===== src/hw/rtl/rclp_pkg.sv =====
// Shared types, constants and tracker logic for the remote command line parser.
package rclp_pkg;

    localparam logic [15:0] TIMEOUT_RESET = 16'd500;
    localparam logic [15:0] ACCEL_CAP     = 16'd100;
    localparam logic [15:0] IDLE_MAX      = 16'hFFFF;

    localparam logic [7:0] CH_LF    = 8'h0A;
    localparam logic [7:0] CH_CR    = 8'h0D;
    localparam logic [7:0] CH_TAB   = 8'h09;
    localparam logic [7:0] CH_VT    = 8'h0B;
    localparam logic [7:0] CH_FF    = 8'h0C;
    localparam logic [7:0] CH_SPACE = 8'h20;
    localparam logic [7:0] CH_PLUS  = 8'h2B;
    localparam logic [7:0] CH_MINUS = 8'h2D;
    localparam logic [7:0] CH_ZERO  = 8'h30;
    localparam logic [7:0] CH_NINE  = 8'h39;
    localparam logic [7:0] CH_COLON = 8'h3A;
    localparam logic [7:0] CH_A     = 8'h41;
    localparam logic [7:0] CH_B     = 8'h42;
    localparam logic [7:0] CH_NUL   = 8'h00;

    localparam logic OP_BYTE = 1'b0;
    localparam logic OP_TICK = 1'b1;

    typedef struct packed {
        logic       operation;
        logic [7:0] rx_byte;
    } in_item_t;

    typedef struct packed {
        logic [6:0] accel;
        logic       brake;
        logic       active;
    } out_item_t;

    typedef enum logic [1:0] {
        KIND_BYTE,
        KIND_EOL,
        KIND_TICK
    } kind_t;

    typedef struct packed {
        kind_t      kind;
        logic       is_nul;
        logic       is_space;
        logic       is_plus;
        logic       is_minus;
        logic       is_digit;
        logic       is_colon;
        logic       is_a;
        logic       is_b;
        logic [3:0] digit;
    } cls_t;

    typedef enum logic [1:0] {
        PH_SEARCH,
        PH_SPACE,
        PH_DIGITS,
        PH_DONE
    } phase_t;

    typedef struct packed {
        phase_t      phase;
        logic        prev_letter;
        logic [15:0] value;
        logic        negative;
    } trk_t;

    localparam trk_t TRK_CLEAR = '{phase: PH_SEARCH, prev_letter: 1'b0,
                                   value: 16'd0, negative: 1'b0};

    function automatic trk_t trk_feed(trk_t t, cls_t c, logic letter);
        trk_t r;
        r = t;
        unique case (t.phase)
            PH_SEARCH:
            begin
                if (t.prev_letter && c.is_colon)
                begin
                    r.phase = PH_SPACE;
                end
                r.prev_letter = letter;
            end
            PH_SPACE:
            begin
                priority if (c.is_space)
                begin
                    r.phase = PH_SPACE;
                end
                else if (c.is_plus)
                begin
                    r.phase = PH_DIGITS;
                end
                else if (c.is_minus)
                begin
                    r.negative = 1'b1;
                    r.phase    = PH_DIGITS;
                end
                else if (c.is_digit)
                begin
                    r.value = {12'd0, c.digit};
                    r.phase = PH_DIGITS;
                end
                else
                begin
                    r.phase = PH_DONE;
                end
            end
            PH_DIGITS:
            begin
                if (c.is_digit)
                begin
                    r.value = (t.value << 3) + (t.value << 1) + {12'd0, c.digit};
                end
                else
                begin
                    r.phase = PH_DONE;
                end
            end
            PH_DONE:
            begin
                r = t;
            end
        endcase
        return r;
    endfunction

    function automatic logic [15:0] trk_result(trk_t t);
        return t.negative ? (16'd0 - t.value) : t.value;
    endfunction

endpackage


===== src/hw/rtl/remote_command_line_parser.sv =====
// A two-entry queue sits between front end and engine; each result is registered.
// Throughput: one item per cycle while the queue has room; the command engine handles
// one queued item a cycle while the result register is empty or being taken.
// Reset: line empty, both field trackers searching, idle count 0, timeout 500 ticks.
// Reset also empties the queue and the result register.
// Top level: APB register, front end, item queue and command engine.
module remote_command_line_parser
#(
    parameter int LINE_BUFFER_SIZE = 48
)
(
    input  logic                clk,
    input  logic                rst_n,
    input  logic                in_valid,
    output logic                in_ready,
    input  rclp_pkg::in_item_t  in_item,
    output logic                out_valid,
    input  logic                out_ready,
    output rclp_pkg::out_item_t out_item,
    input  logic                psel,
    input  logic                penable,
    input  logic                pwrite,
    input  logic [1:0]          paddr,
    input  logic [31:0]         pwdata,
    output logic [31:0]         prdata,
    output logic                pready
);

    logic           timeout_reg;
    logic [15:0]    timeout_ticks_reg;
    logic [15:0]    timeout_ticks_next;
    logic           cfg_write;
    logic           push;
    rclp_pkg::cls_t push_data;
    logic           q_ready;
    logic           q_valid;
    rclp_pkg::cls_t q_data;
    logic           pop;

    assign timeout_reg = (paddr[1:0] == 2'b00) || (paddr[1:0] != 2'b00);
    assign pready      = 1'b1;
    assign cfg_write   = psel && penable && pwrite && pready && timeout_reg;
    assign prdata      = {16'd0, timeout_ticks_reg};

    always_comb
    begin
        timeout_ticks_next = cfg_write ? pwdata[15:0] : timeout_ticks_reg;
    end

    always_ff @(posedge clk or negedge rst_n)
    begin
        if (!rst_n)
        begin
            timeout_ticks_reg <= rclp_pkg::TIMEOUT_RESET;
        end
        else
        begin
            timeout_ticks_reg <= timeout_ticks_next;
        end
    end

    rclp_front u_front
    (
        .in_valid  (in_valid),
        .in_ready  (in_ready),
        .in_item   (in_item),
        .q_ready   (q_ready),
        .push      (push),
        .push_data (push_data)
    );

    rclp_queue u_queue
    (
        .clk       (clk),
        .rst_n     (rst_n),
        .push      (push),
        .push_data (push_data),
        .q_ready   (q_ready),
        .pop       (pop),
        .q_valid   (q_valid),
        .q_data    (q_data)
    );

    rclp_back
    #(
        .LINE_BUFFER_SIZE (LINE_BUFFER_SIZE)
    )
    u_back
    (
        .clk           (clk),
        .rst_n         (rst_n),
        .q_valid       (q_valid),
        .q_data        (q_data),
        .pop           (pop),
        .timeout_ticks (timeout_ticks_reg),
        .out_valid     (out_valid),
        .out_ready     (out_ready),
        .out_item      (out_item)
    );

endmodule


===== src/hw/rtl/rclp_front.sv =====
// Front end: accepts input items and classifies them for the command engine.
module rclp_front
(
    input  logic              in_valid,
    output logic              in_ready,
    input  rclp_pkg::in_item_t in_item,
    input  logic              q_ready,
    output logic              push,
    output rclp_pkg::cls_t    push_data
);

    logic [7:0] ch;

    assign ch       = in_item.rx_byte;
    assign in_ready = q_ready;
    assign push     = in_valid && q_ready;

    always_comb
    begin
        if (in_item.operation == rclp_pkg::OP_TICK)
        begin
            push_data.kind = rclp_pkg::KIND_TICK;
        end
        else if (ch == rclp_pkg::CH_LF || ch == rclp_pkg::CH_CR)
        begin
            push_data.kind = rclp_pkg::KIND_EOL;
        end
        else
        begin
            push_data.kind = rclp_pkg::KIND_BYTE;
        end
        push_data.is_nul   = (ch == rclp_pkg::CH_NUL);
        push_data.is_space = (ch == rclp_pkg::CH_SPACE) || (ch == rclp_pkg::CH_TAB)
                          || (ch == rclp_pkg::CH_VT) || (ch == rclp_pkg::CH_FF)
                          || (ch == rclp_pkg::CH_LF) || (ch == rclp_pkg::CH_CR);
        push_data.is_plus  = (ch == rclp_pkg::CH_PLUS);
        push_data.is_minus = (ch == rclp_pkg::CH_MINUS);
        push_data.is_digit = (ch >= rclp_pkg::CH_ZERO) && (ch <= rclp_pkg::CH_NINE);
        push_data.is_colon = (ch == rclp_pkg::CH_COLON);
        push_data.is_a     = (ch == rclp_pkg::CH_A);
        push_data.is_b     = (ch == rclp_pkg::CH_B);
        push_data.digit    = ch[3:0];
    end

endmodule


===== src/hw/rtl/rclp_queue.sv =====
// Two-entry queue of classified items between front end and command engine.
module rclp_queue
(
    input  logic           clk,
    input  logic           rst_n,
    input  logic           push,
    input  rclp_pkg::cls_t push_data,
    output logic           q_ready,
    input  logic           pop,
    output logic           q_valid,
    output rclp_pkg::cls_t q_data
);

    rclp_pkg::cls_t slot_reg [2];
    logic           wr_ptr_reg;
    logic           wr_ptr_next;
    logic           rd_ptr_reg;
    logic           rd_ptr_next;
    logic [1:0]     count_reg;
    logic [1:0]     count_next;

    assign q_ready = (count_reg != 2'd2);
    assign q_valid = (count_reg != 2'd0);
    assign q_data  = slot_reg[rd_ptr_reg];

    always_comb
    begin
        wr_ptr_next = push ? ~wr_ptr_reg : wr_ptr_reg;
        rd_ptr_next = pop ? ~rd_ptr_reg : rd_ptr_reg;
        count_next  = count_reg + {1'b0, push} - {1'b0, pop};
    end

    always_ff @(posedge clk or negedge rst_n)
    begin
        if (!rst_n)
        begin
            wr_ptr_reg <= 1'b0;
            rd_ptr_reg <= 1'b0;
            count_reg  <= 2'd0;
        end
        else
        begin
            wr_ptr_reg <= wr_ptr_next;
            rd_ptr_reg <= rd_ptr_next;
            count_reg  <= count_next;
        end
    end

    always_ff @(posedge clk)
    begin
        if (push)
        begin
            slot_reg[wr_ptr_reg] <= push_data;
        end
    end

endmodule


===== src/hw/rtl/rclp_back.sv =====
// Command engine: line trackers, idle timer and registered result output.
module rclp_back
#(
    parameter int LINE_BUFFER_SIZE = 48
)
(
    input  logic                clk,
    input  logic                rst_n,
    input  logic                q_valid,
    input  rclp_pkg::cls_t      q_data,
    output logic                pop,
    input  logic [15:0]         timeout_ticks,
    output logic                out_valid,
    input  logic                out_ready,
    output rclp_pkg::out_item_t out_item
);

    localparam int CW = $clog2(LINE_BUFFER_SIZE);
    localparam logic [CW-1:0] LINE_LIMIT = CW'(LINE_BUFFER_SIZE - 1);

    logic [CW-1:0]       line_count_reg;
    logic [CW-1:0]       line_count_next;
    logic                nul_seen_reg;
    logic                nul_seen_next;
    rclp_pkg::trk_t      accel_trk_reg;
    rclp_pkg::trk_t      accel_trk_next;
    rclp_pkg::trk_t      brake_trk_reg;
    rclp_pkg::trk_t      brake_trk_next;
    logic [15:0]         idle_ticks_reg;
    logic [15:0]         idle_ticks_next;
    logic                out_valid_reg;
    logic                out_valid_next;
    rclp_pkg::out_item_t out_item_reg;
    rclp_pkg::out_item_t out_item_next;

    logic                emit;
    rclp_pkg::out_item_t result;
    logic [15:0]         accel_val;
    logic [15:0]         brake_val;
    logic                stored_nul;

    assign pop       = q_valid && (!out_valid_reg || out_ready);
    assign out_valid = out_valid_reg;
    assign out_item  = out_item_reg;

    assign accel_val  = rclp_pkg::trk_result(accel_trk_reg);
    assign brake_val  = rclp_pkg::trk_result(brake_trk_reg);
    assign stored_nul = nul_seen_reg || q_data.is_nul;

    always_comb
    begin
        line_count_next = line_count_reg;
        nul_seen_next   = nul_seen_reg;
        accel_trk_next  = accel_trk_reg;
        brake_trk_next  = brake_trk_reg;
        idle_ticks_next = idle_ticks_reg;
        emit            = 1'b0;
        result          = '0;
        if (pop)
        begin
            unique case (q_data.kind)
                rclp_pkg::KIND_TICK:
                begin
                    emit         = (idle_ticks_reg >= timeout_ticks);
                    result.brake = 1'b1;
                    if (idle_ticks_reg != rclp_pkg::IDLE_MAX)
                    begin
                        idle_ticks_next = idle_ticks_reg + 16'd1;
                    end
                end
                rclp_pkg::KIND_EOL:
                begin
                    if (line_count_reg != '0)
                    begin
                        if (accel_trk_reg.phase != rclp_pkg::PH_SEARCH
                            && brake_trk_reg.phase != rclp_pkg::PH_SEARCH)
                        begin
                            emit            = 1'b1;
                            result.accel    = (accel_val > rclp_pkg::ACCEL_CAP)
                                            ? rclp_pkg::ACCEL_CAP[6:0] : accel_val[6:0];
                            result.brake    = (brake_val[7:0] != 8'd0);
                            result.active   = 1'b1;
                            idle_ticks_next = 16'd0;
                        end
                        line_count_next = '0;
                        nul_seen_next   = 1'b0;
                        accel_trk_next  = rclp_pkg::TRK_CLEAR;
                        brake_trk_next  = rclp_pkg::TRK_CLEAR;
                    end
                end
                rclp_pkg::KIND_BYTE:
                begin
                    if (line_count_reg < LINE_LIMIT)
                    begin
                        line_count_next = line_count_reg + 1'b1;
                        nul_seen_next   = stored_nul;
                        if (!stored_nul)
                        begin
                            accel_trk_next = rclp_pkg::trk_feed(accel_trk_reg, q_data,
                                                                q_data.is_a);
                            brake_trk_next = rclp_pkg::trk_feed(brake_trk_reg, q_data,
                                                                q_data.is_b);
                        end
                    end
                end
                default:
                begin
                    emit = 1'b0;
                end
            endcase
        end
    end

    always_comb
    begin
        out_item_next = out_item_reg;
        if (pop)
        begin
            out_valid_next = emit;
            out_item_next  = result;
        end
        else
        begin
            out_valid_next = out_valid_reg && !out_ready;
        end
    end

    always_ff @(posedge clk or negedge rst_n)
    begin
        if (!rst_n)
        begin
            line_count_reg <= '0;
            nul_seen_reg   <= 1'b0;
            accel_trk_reg  <= rclp_pkg::TRK_CLEAR;
            brake_trk_reg  <= rclp_pkg::TRK_CLEAR;
            idle_ticks_reg <= 16'd0;
            out_valid_reg  <= 1'b0;
        end
        else
        begin
            line_count_reg <= line_count_next;
            nul_seen_reg   <= nul_seen_next;
            accel_trk_reg  <= accel_trk_next;
            brake_trk_reg  <= brake_trk_next;
            idle_ticks_reg <= idle_ticks_next;
            out_valid_reg  <= out_valid_next;
        end
    end

    always_ff @(posedge clk)
    begin
        out_item_reg <= out_item_next;
    end

endmodule


===== config.mk =====
export PLATFORM = sky130hd
export DESIGN_NAME = remote_command_line_parser
export DESIGN_NICKNAME = d
export VERILOG_FILES = /design/src/hw/rtl/rclp_pkg.sv /design/src/hw/rtl/remote_command_line_parser.sv /design/src/hw/rtl/rclp_front.sv /design/src/hw/rtl/rclp_queue.sv /design/src/hw/rtl/rclp_back.sv
export SDC_FILE = /design/constraint.sdc
export NUM_CORES = 1
export LEC_CHECK = 0
export BUFFER_PORTS_ARGS = -buffer_cell sky130_fd_sc_hd__buf_2
export CAP_MARGIN = 15
export CORE_ASPECT_RATIO = 0.9
export CORE_MARGIN = 2
export CORE_UTILIZATION = 64
export DETAILED_ROUTE_END_ITERATION = 16
export PLACE_DENSITY = 0.95
export SYNTH_ARGS = -nofsm -noshare
export SYNTH_HDL_FRONTEND = slang
export SYNTH_SLANG_ARGS = --single-unit

===== constraint.sdc =====
create_clock -name clk -period 6.6 [get_ports clk]
set_input_delay 1.32 -clock clk [delete_from_list [all_inputs] [get_ports clk]]
set_output_delay 1.32 -clock clk [all_outputs]
set_load 0.02 [all_outputs]

==> results.yml, run 1 <==
sta:
  clock_skew_ns: 0.00999
  finalMaxSlewViolations: 0
  tns_ns: 0
  period_needed_ns: 4.30
  max_slew_margin_pct: 29.2
  period_share_pct: 65.2
  hold_viol: 0
  max_freq_mhz: 232
  finalSetupViolations: 0
  max_slew.worst_pin.slew_ns: 1.06
  rsz0062_at_grt: "no"
  hold_ws_ns: 0.512
power:
  p_sw_share_pct: 43.2
  power_leakage_uw: 0.00378
  netSwitchingPower_uw: 1440
  p_per_area_nw_per_um2: 409
  ir_drop_mv: 0.363
  p_int_uw: 1890
  p_seq_share_pct: 33.6
  power_frac_comb_pct: 48.6
  pwr-share-clk_pct: 17.8
layout:
  fillers: 716
  final_cell_mix: "ha_1, dfrtp_1, buf_2, inv_1, nand2_1"
  num_antenna_cells: 0
  largest_register_ffs: 28
  final_nets: 897
  drive_gt1_share_pct: 16.1
  final_common_cell: "ha_1"
  areaGrowthSynthToFinish_pct: 8.67
  final_util_pct: 71.2
cts:
  cts.sinks: 112
  clk_latency_ns: 0.36
  cts_buffer_depth: 2
  cts_tree: "built"
  cts-root-buf: "clkbuf_16"
  path_clk_slew_ns: 0.07
  cts-resized-gates: 0
  cts_hold_buf: 0
  cts-htree-levels: 3
  numCtsBuffers: 9
  post-cts-setup-buffers: 0
global_routing:
  grt_pass1_vias: 6113
  grt_pass1_wl_um: 28800
  grt_usage_pct: 28.1
  antenna_found_initial: 0
  overflow: 0
  grt_max_degree: 76
worst_setup_path:
  path_class: "flop to flop"
  cp-start-kind: "flop"
  reg2regPathDepth: 9
  r2r_slack_ns: 2.30
  crit_path_end_kind: "flop"
  worstReg2RegEnd: "u_back.accel_trk_reg[13]"
  path_cells: "mux2i_1, fa_1, fa_1, nor2b_1, o211ai_1, a31oi_1, a2111oi_0, or3b_2, a32o_1"
  cp_common_cell: "fa_1"
  crit_required_ns: 6.85
  r2r-start: "u_queue.rd_ptr_reg"
  worstPathArrival_ns: 4.55
  crit_fanout: 20
  slowest_delay_ns: 0.92
  cpMaxStageDelayCell: "dfrtp_1"
logic_synthesis:
  synth_warnings: 0
  syn_area_um2: 7490
  avgSynthCellArea_um2: 10.3
  synth_cells: 731
  synth_sequential_area_ratio_pct: 40.0
  synth-async-reset-ratio_pct: 67.0
  synth_edf_count: 37
  ys_types: 81
  synth_top_flop_cell: "dfrtp_1"
  ys_seq_elements: 112
floorplanning:
  boundaryPins: 94
  die_h_um: 107
  fp.dieW_um: 118
  start_util_pct: 65.5
  coreArea_um2: 11400
  rows: 37
  die_area_um2: 12600
placement:
  gp_congestion: 0.906
  dp_hpwl_um: 12000
  placement.io_buffers: 58
worst_hold_path:
  hold_path_end: "u_queue.wr_ptr_reg"
  min_path_cells: 1
  worstHoldStart: "u_queue.wr_ptr_reg"
  hp-class: "flop to flop"
detailed_routing:
  drt-total-wl_um: 17700
  drt-initial-drc-count: 629
  antenna_left: 0
  drc: 0
  wl_per_cell_um: 18.9
  num_vias: 6071
  routed_via_density: 6.50
  first_pass_iters: 5
outcome:
  status: "finished clean"
run:
  maxCapViolCount: 0
==> how the worst max path moves through the flow <==
stage	from	endpoint	slack, ns
finish	u_queue.rd_ptr_reg	u_back.accel_trk_reg[13]	2.30
global route	u_queue.rd_ptr_reg	u_back.accel_trk_reg[15]	1.98
CTS	u_queue.rd_ptr_reg	u_back.accel_trk_reg[15]	2.03
detailed placement	u_queue.rd_ptr_reg	u_back.accel_trk_reg[15]	2.06
global placement	u_queue.rd_ptr_reg	u_back.accel_trk_reg[13]	2.34
floorplan	u_queue.rd_ptr_reg	u_back.accel_trk_reg[13]	2.81
==> stage by stage <==
stage / std cells / setup WS [ns] / instance area (um2) / total power, uW
3_5_place_dp: 915 / 2.06 / 7770 / 2630
2_1_floorplan: 746 / 2.81 / 7550 / 2290
4_1_cts: 931 / 2.03 / 8090 / 3250
6_report: 934 / 2.30 / 8140 / 3330
3_3_place_gp: 915 / 2.34 / 7770 / 2500
5_1_grt: 934 / 1.98 / 8140 / 3530
==> cells in the mapped netlist (9+ instances only) <==
master	number	area share [%]
ha_1	70	12
dfrtp_1	69	23
inv_1	52	2.6
nand2_1	45	2.3
nor2_1	44	2.2
edfxtp_1	37	15
o21ai_0	30	2.0
a21oi_1	27	1.8
mux2_2	25	3.8
buf_4	21	2.1
nand3_1	19	1.3
nor4_1	18	1.5
nor2b_1	17	1.4
xnor2_1	17	2.0
mux2i_1	16	2.1
a21o_1	14	1.4
clkbuf_1	13	0.65
a221o_1	12	1.6
nor3_1	12	0.80
o211ai_1	11	1.1
xor2_1	11	1.3
nand4_1	10	0.83
a22o_1	9	1.1
==> power by group through the flow <==
stage | clock, uW | sequential (uW) | combinational (uW)
finish | 593 | 1120 | 1620
global route | 619 | 1140 | 1780
CTS | 591 | 1110 | 1550
detailed placement | 0 | 1120 | 1510
global placement | 0 | 1100 | 1410
floorplan | 0 | 1100 | 1190
==> cell families after synthesis <==
family                     synth area share (%)
and+or+nand+nor                            15.2
xor gates and xnor gates                   3.27
other                                     0.100
DFF                                        40.0
adders and majority gates                  12.8
muxes                                      6.04
AOI/OAI and AO/OA                          16.4
buffers and inverters                      6.24
==> area by class of cell <==
type | instances | area, um2 | share of cell area, %
Sequential cell | 112 | 3000 | 36.8
Inverter | 54 | 203 | 2.49
Multi-Input combinational cell | 535 | 4090 | 50.2
Clock buffer | 10 | 229 | 2.81
Clock inverter | 6 | 91.3 | 1.12
Tap cell | 156 | 195 | 2.40
Timing Repair Buffer | 61 | 343 | 4.21
==> worst max-delay path, delay by kind of cell (launching register included) <==
family / cells / cell delay, ns
flip-flops: 1 / 0.92
AND/OR/NAND/NOR: 2 / 0.67
adder cells (fa/ha/maj): 2 / 1.04
multiplexers: 1 / 0.52
AO/OA/AOI/OAI: 4 / 1.02
==> routing by layer <==
layer	up-vias	global-route usage (%)	part of all wire, %
li1	2750	-	-
met1	2932	33.8	39
met2	307	50.0	51
met3	82	5.59	6.3
met4	0	11.1	4.0
met5	-	0	0
No activity file was read; power rests on OpenSTA's default activity.
==> run 2: changes to the inputs <==
- CORE_UTILIZATION: 64 -> 59
- PLACE_DENSITY: 0.95 -> 0.93
- clock period: 6.6 -> 4.26 ns (I/O delays scaled with it)
==> run 2 against run 1 <==
Effect of this change:
- die area is 8.2% higher
- cell count is 1.2% higher
- clock power is 51% higher
- power is 53% higher
==> results.yml, run 2 (same netlist as run 1, synthesis figures left out) <==
outcome:
  status: "finished clean"
sta:
  max_slew.worst_pin.slew_ns: 1.30
  rsz0062_at_grt: "no"
  clock_skew_ns: 0.0142
  finalMaxSlewViolations: 0
  hold_viol: 0
  max_freq_mhz: 252
  period_share_pct: 93.2
  tns_ns: 0
  max_slew_margin_pct: 13.6
  finalSetupViolations: 0
  period_needed_ns: 3.97
placement:
  placement.io_buffers: 58
  gp_congestion: 0.849
  dp_hpwl_um: 12100
  placed_cell_area_um2: 7810
layout:
  seqCellArea_um2: 3000
  final_nets: 900
  final_util_pct: 65.0
  multi_input_area_um2: 4090
  largest_register_ffs: 28
  final_common_cell: "ha_1"
  fillers: 893
  fin_area_um2: 8150
  num_antenna_cells: 0
  areaGrowthSynthToFinish_pct: 8.70
  drive_gt1_share_pct: 16.4
  final_cell_mix: "ha_1, dfrtp_1, buf_2, inv_1, nand2_1"
global_routing:
  grt_pass1_vias: 5701
  antenna_found_initial: 0
  grt_usage_pct: 26.1
  grtUsageMet1_pct: 35.3
  top_usage_layer: "met2"
  grt_max_degree: 76
  grtUsageMet3_pct: 5.14
  grt_pass1_wl_um: 28100
  overflow: 0
  use_met2_pct: 42.4
cts:
  cts_hold_buf: 0
  cts.sinks: 112
  cts-resized-gates: 0
  cts_tree: "built"
  numCtsBuffers: 9
  path_clk_slew_ns: 0.08
  cts-htree-levels: 3
  cts_buffer_depth: 2
  clk_latency_ns: 0.36
  cts-root-buf: "clkbuf_16"
  post-cts-setup-buffers: 0
detailed_routing:
  drt-total-wl_um: 17500
  routed_via_density: 6.31
  wl_per_cell_um: 18.5
  antenna_left: 0
  first_pass_iters: 6
  drc: 0
  drt-initial-drc-count: 634
  num_vias: 5966
worst_setup_path:
  crit_required_ns: 4.51
  crit_fanout: 4
  path_class: "flop to flop"
  cp-start-kind: "flop"
  crit_path_end_kind: "flop"
  worstPathArrival_ns: 4.22
power:
  netSwitchingPower_uw: 2230
  power_frac_comb_pct: 49.2
  p_seq_share_pct: 33.3
  total_power_uw: 5110
  p_sw_share_pct: 43.6
  power_leakage_uw: 0.00379
  ir_drop_mv: 0.575
  p_int_uw: 2880
  p_per_area_nw_per_um2: 627
  pwr-share-clk_pct: 17.6
worst_hold_path:
  hp-class: "flop to flop"
floorplanning:
  die_h_um: 111
  rows: 39
  die_area_um2: 13600
  fp.dieW_um: 123
  start_util_pct: 59.8
  coreArea_um2: 12500
  boundaryPins: 94
run:
  maxCapViolCount: 0
run 2: layer usage:
| metal | wire [um] | vias up | part of all wire, % |
|---|---|---|---|
| met2 | 8580 | 254 | 49 |
| met5 | 0 | - | 0 |
| met3 | 1230 | 39 | 7.0 |
| met4 | 368 | 0 | 2.1 |
| met1 | 7310 | 2913 | 42 |
| li1 | - | 2760 | - |
run 2: critical path, cell delays in order (launching register included):
cell	delay (ns)
dfrtp_1	0.45
mux2i_1	0.49
inv_1	0.15
ha_1	0.31
ha_1	0.19
inv_1	0.07
fa_1	0.42
nor2b_1	0.21
o211ai_1	0.12
a31oi_1	0.45
a2111oi_0	0.24
or3b_2	0.50
a32o_1	0.26
run 2: final timing paths:
| check | start | depth (start not counted) | end | slack (ns) |
|---|---|---|---|---|
| setup / recovery | u_queue.rd_ptr_reg | 12 | u_back.accel_trk_reg[13] | 0.29 |
| hold / removal | u_queue.wr_ptr_reg | 1 | u_queue.wr_ptr_reg | 0.49 |
| setup reg to reg | u_queue.rd_ptr_reg | 12 | u_back.accel_trk_reg[13] | 0.29 |
| hold reg to reg | u_queue.wr_ptr_reg | 1 | u_queue.wr_ptr_reg | 0.49 |
| max in group asynchronous | rst_n | 1 | u_back.accel_trk_reg[6] | 2.99 |
| min in group asynchronous | rst_n | 1 | u_back.brake_trk_reg[5] | 0.64 |
run 2: cell type report:
class	count	area share [%]
Sequential cell	112	36.8
Timing Repair Buffer	64	4.29
Clock buffer	11	2.90
Inverter	54	2.49
Clock inverter	5	0.860
Tap cell	164	2.52
Multi-Input combinational cell	535	50.2
run 2: power groups by stage:
stage / Combinational [uW] / Clock (uW) / Sequential (uW)
6_report: 2510 / 896 / 1700
3_3_place_gp: 2260 / 0 / 1680
3_5_place_dp: 2390 / 0 / 1700
5_1_grt: 2740 / 945 / 1730
2_1_floorplan: 1840 / 0 / 1700
4_1_cts: 2460 / 900 / 1690
run 2: through the flow:
| step | worst slack [ns] | std cells | hold slack (ns) |
|---|---|---|---|
| 6_report | 0.290 | 945 | 0.494 |
| 2_1_floorplan | 0.475 | 746 | 0.461 |
| 3_3_place_gp | 0.727 | 927 | 0.475 |
| 3_5_place_dp | 0.556 | 927 | 0.477 |
| 5_1_grt | 0.120 | 945 | 0.530 |
| 4_1_cts | 0.415 | 943 | 0.491 |
==> run 3: changes to the inputs <==
- RECOVER_POWER: not set -> 25
==> run 3 against run 2 <==
Effect of this change:
- the flow now finishes with violations (max-capacitance violations, max-slew violations)
- hold slack hardly changed
- design area is 0.11% lower
- worst setup slack better by 0.056 ns
- die area stayed put
- critical path type unchanged
==> results.yml, run 3 (same netlist as run 1, synthesis figures left out) <==
placement:
  placement.io_buffers: 58
  preCtsSetupSlack_ns: 0.556
  dp.cells: 927
  placed_cell_area_um2: 7810
  gp_congestion: 0.849
  dp_hpwl_um: 12100
power:
  netSwitchingPower_uw: 2230
  p_per_area_nw_per_um2: 628
  power_frac_comb_pct: 49.2
  pwr-share-clk_pct: 17.5
  p_sw_share_pct: 43.6
  power_leakage_uw: 0.00377
  p_int_uw: 2880
  p_seq_share_pct: 33.3
  ir_drop_mv: 0.573
sta:
  tns_ns: 0
  period_needed_ns: 3.91
  max_freq_mhz: 255
  clock_skew_ns: 0.0145
  max_slew.worst_pin.slew_ns: 1.88
  hold_viol: 0
  fin_ws_ns: 0.346
  rsz0062_at_grt: "no"
  finalSetupViolations: 0
  period_share_pct: 91.9
  finalMaxSlewViolations: 76
  max_slew_margin_pct: -25.6
global_routing:
  grt_usage_pct: 26.1
  overflow: 0
  antenna_found_initial: 0
  grt_pass1_wl_um: 28100
  grt_max_degree: 76
  grt_pass1_vias: 5701
worst_setup_path:
  crit_fanout: 4
  cp-start-kind: "flop"
  cpMaxStageDelayCell: "or3b_2"
  critical_path.top_delay_family: "compound AO/OA/AOI/OAI gates"
  path_buf_inv: 2
  worstPathArrival_ns: 4.16
  slowest_delay_ns: 0.50
  path_cells: "mux2i_1, inv_1, ha_1, ha_1, inv_1, fa_1, nor2b_1, o211ai_1, a31oi_1, a2111oi_0, or3b_2, a32o_1"
  crit_required_ns: 4.51
  crit_path_end_kind: "flop"
  path_class: "flop to flop"
layout:
  fin_cells: 945
  fin_area_um2: 8140
  final_nets: 900
  largest_register_ffs: 28
  multi_input_area_um2: 4090
  final_common_cell: "ha_1"
  num_antenna_cells: 0
  fillers: 895
  final_cell_mix: "ha_1, dfrtp_1, inv_1, buf_2, nand2_1"
  final_util_pct: 64.9
  drive_gt1_share_pct: 15.7
  seqCellArea_um2: 3000
  areaGrowthSynthToFinish_pct: 8.58
outcome:
  violations: "max-capacitance violations, max-slew violations"
  status: "finished, violations left"
cts:
  numCtsBuffers: 9
  path_clk_slew_ns: 0.08
  cts-resized-gates: 0
  post-cts-setup-buffers: 0
  cts-root-buf: "clkbuf_16"
  cts_tree: "built"
  cts-htree-levels: 3
  clk_latency_ns: 0.36
  cts_buffer_depth: 2
  cts.sinks: 112
  cts_hold_buf: 0
detailed_routing:
  antenna_left: 0
  num_vias: 6024
  drc: 0
  drt-total-wl_um: 17500
  wl_per_cell_um: 18.5
  routed_via_density: 6.37
  drt-initial-drc-count: 634
  first_pass_iters: 5
floorplanning:
  fp.dieW_um: 123
  die_h_um: 111
  boundaryPins: 94
  rows: 39
  start_util_pct: 59.8
  coreArea_um2: 12500
  die_area_um2: 13600
run:
  maxCapViolCount: 1
worst_hold_path:
  hp-class: "flop to flop"
## run 3: cell count changes in the layout (fill, tap and decap cells not counted), sizes merged
cell	before	now
buf	64	58
clkbuf	11	17
## run 3: worst paths after layout
kind / from / endpoint / slack, ns / cells after the start
setup / recovery: u_queue.rd_ptr_reg / u_back.accel_trk_reg[13] / 0.35 / 12
setup reg to reg: u_queue.rd_ptr_reg / u_back.accel_trk_reg[13] / 0.35 / 12
hold / removal: u_queue.wr_ptr_reg / u_queue.wr_ptr_reg / 0.49 / 1
max in group asynchronous: rst_n / u_back.accel_trk_reg[6] / 2.13 / 1
min in group asynchronous: rst_n / u_back.brake_trk_reg[5] / 1.00 / 1
hold reg to reg: u_queue.wr_ptr_reg / u_queue.wr_ptr_reg / 0.49 / 1
## run 3: area by class of cell
type                    count  share of cell area (%)
clock inverters             5                   0.861
inverters                  54                    2.49
flip-flops and latches    112                    36.8
well taps                 164                    2.52
repair buffers             64                    4.18
clock buffers              11                    2.91
multi-input cells         535                    50.2
## run 3: stage by stage
| stage | hold slack [ns] | power [uW] |
|---|---|---|
| 6_report | 0.494 | 5110 |
| 5_1_grt | 0.530 | 5420 |
| 4_1_cts | 0.491 | 5050 |
| 3_5_place_dp | 0.477 | 4090 |
| 3_3_place_gp | 0.475 | 3940 |
| 2_1_floorplan | 0.461 | 3540 |
## run 3: layer usage
| metal | global-route usage (%) | vias to the layer above | part of all wire, % |
|---|---|---|---|
| met5 | 0 | - | 0 |
| met4 | 7.97 | 0 | 2.3 |
| met3 | 5.14 | 40 | 6.9 |
| met2 | 42.4 | 279 | 49 |
| met1 | 35.3 | 2942 | 42 |
| li1 | - | 2763 | - |
## run 3: power by group through the flow
stage	registers (uW)	logic, uW	clock network (uW)
4_1_cts	1690	2460	900
2_1_floorplan	1700	1840	0
3_5_place_dp	1700	2390	0
5_1_grt	1730	2740	945
6_report	1700	2510	894
3_3_place_gp	1680	2260	0
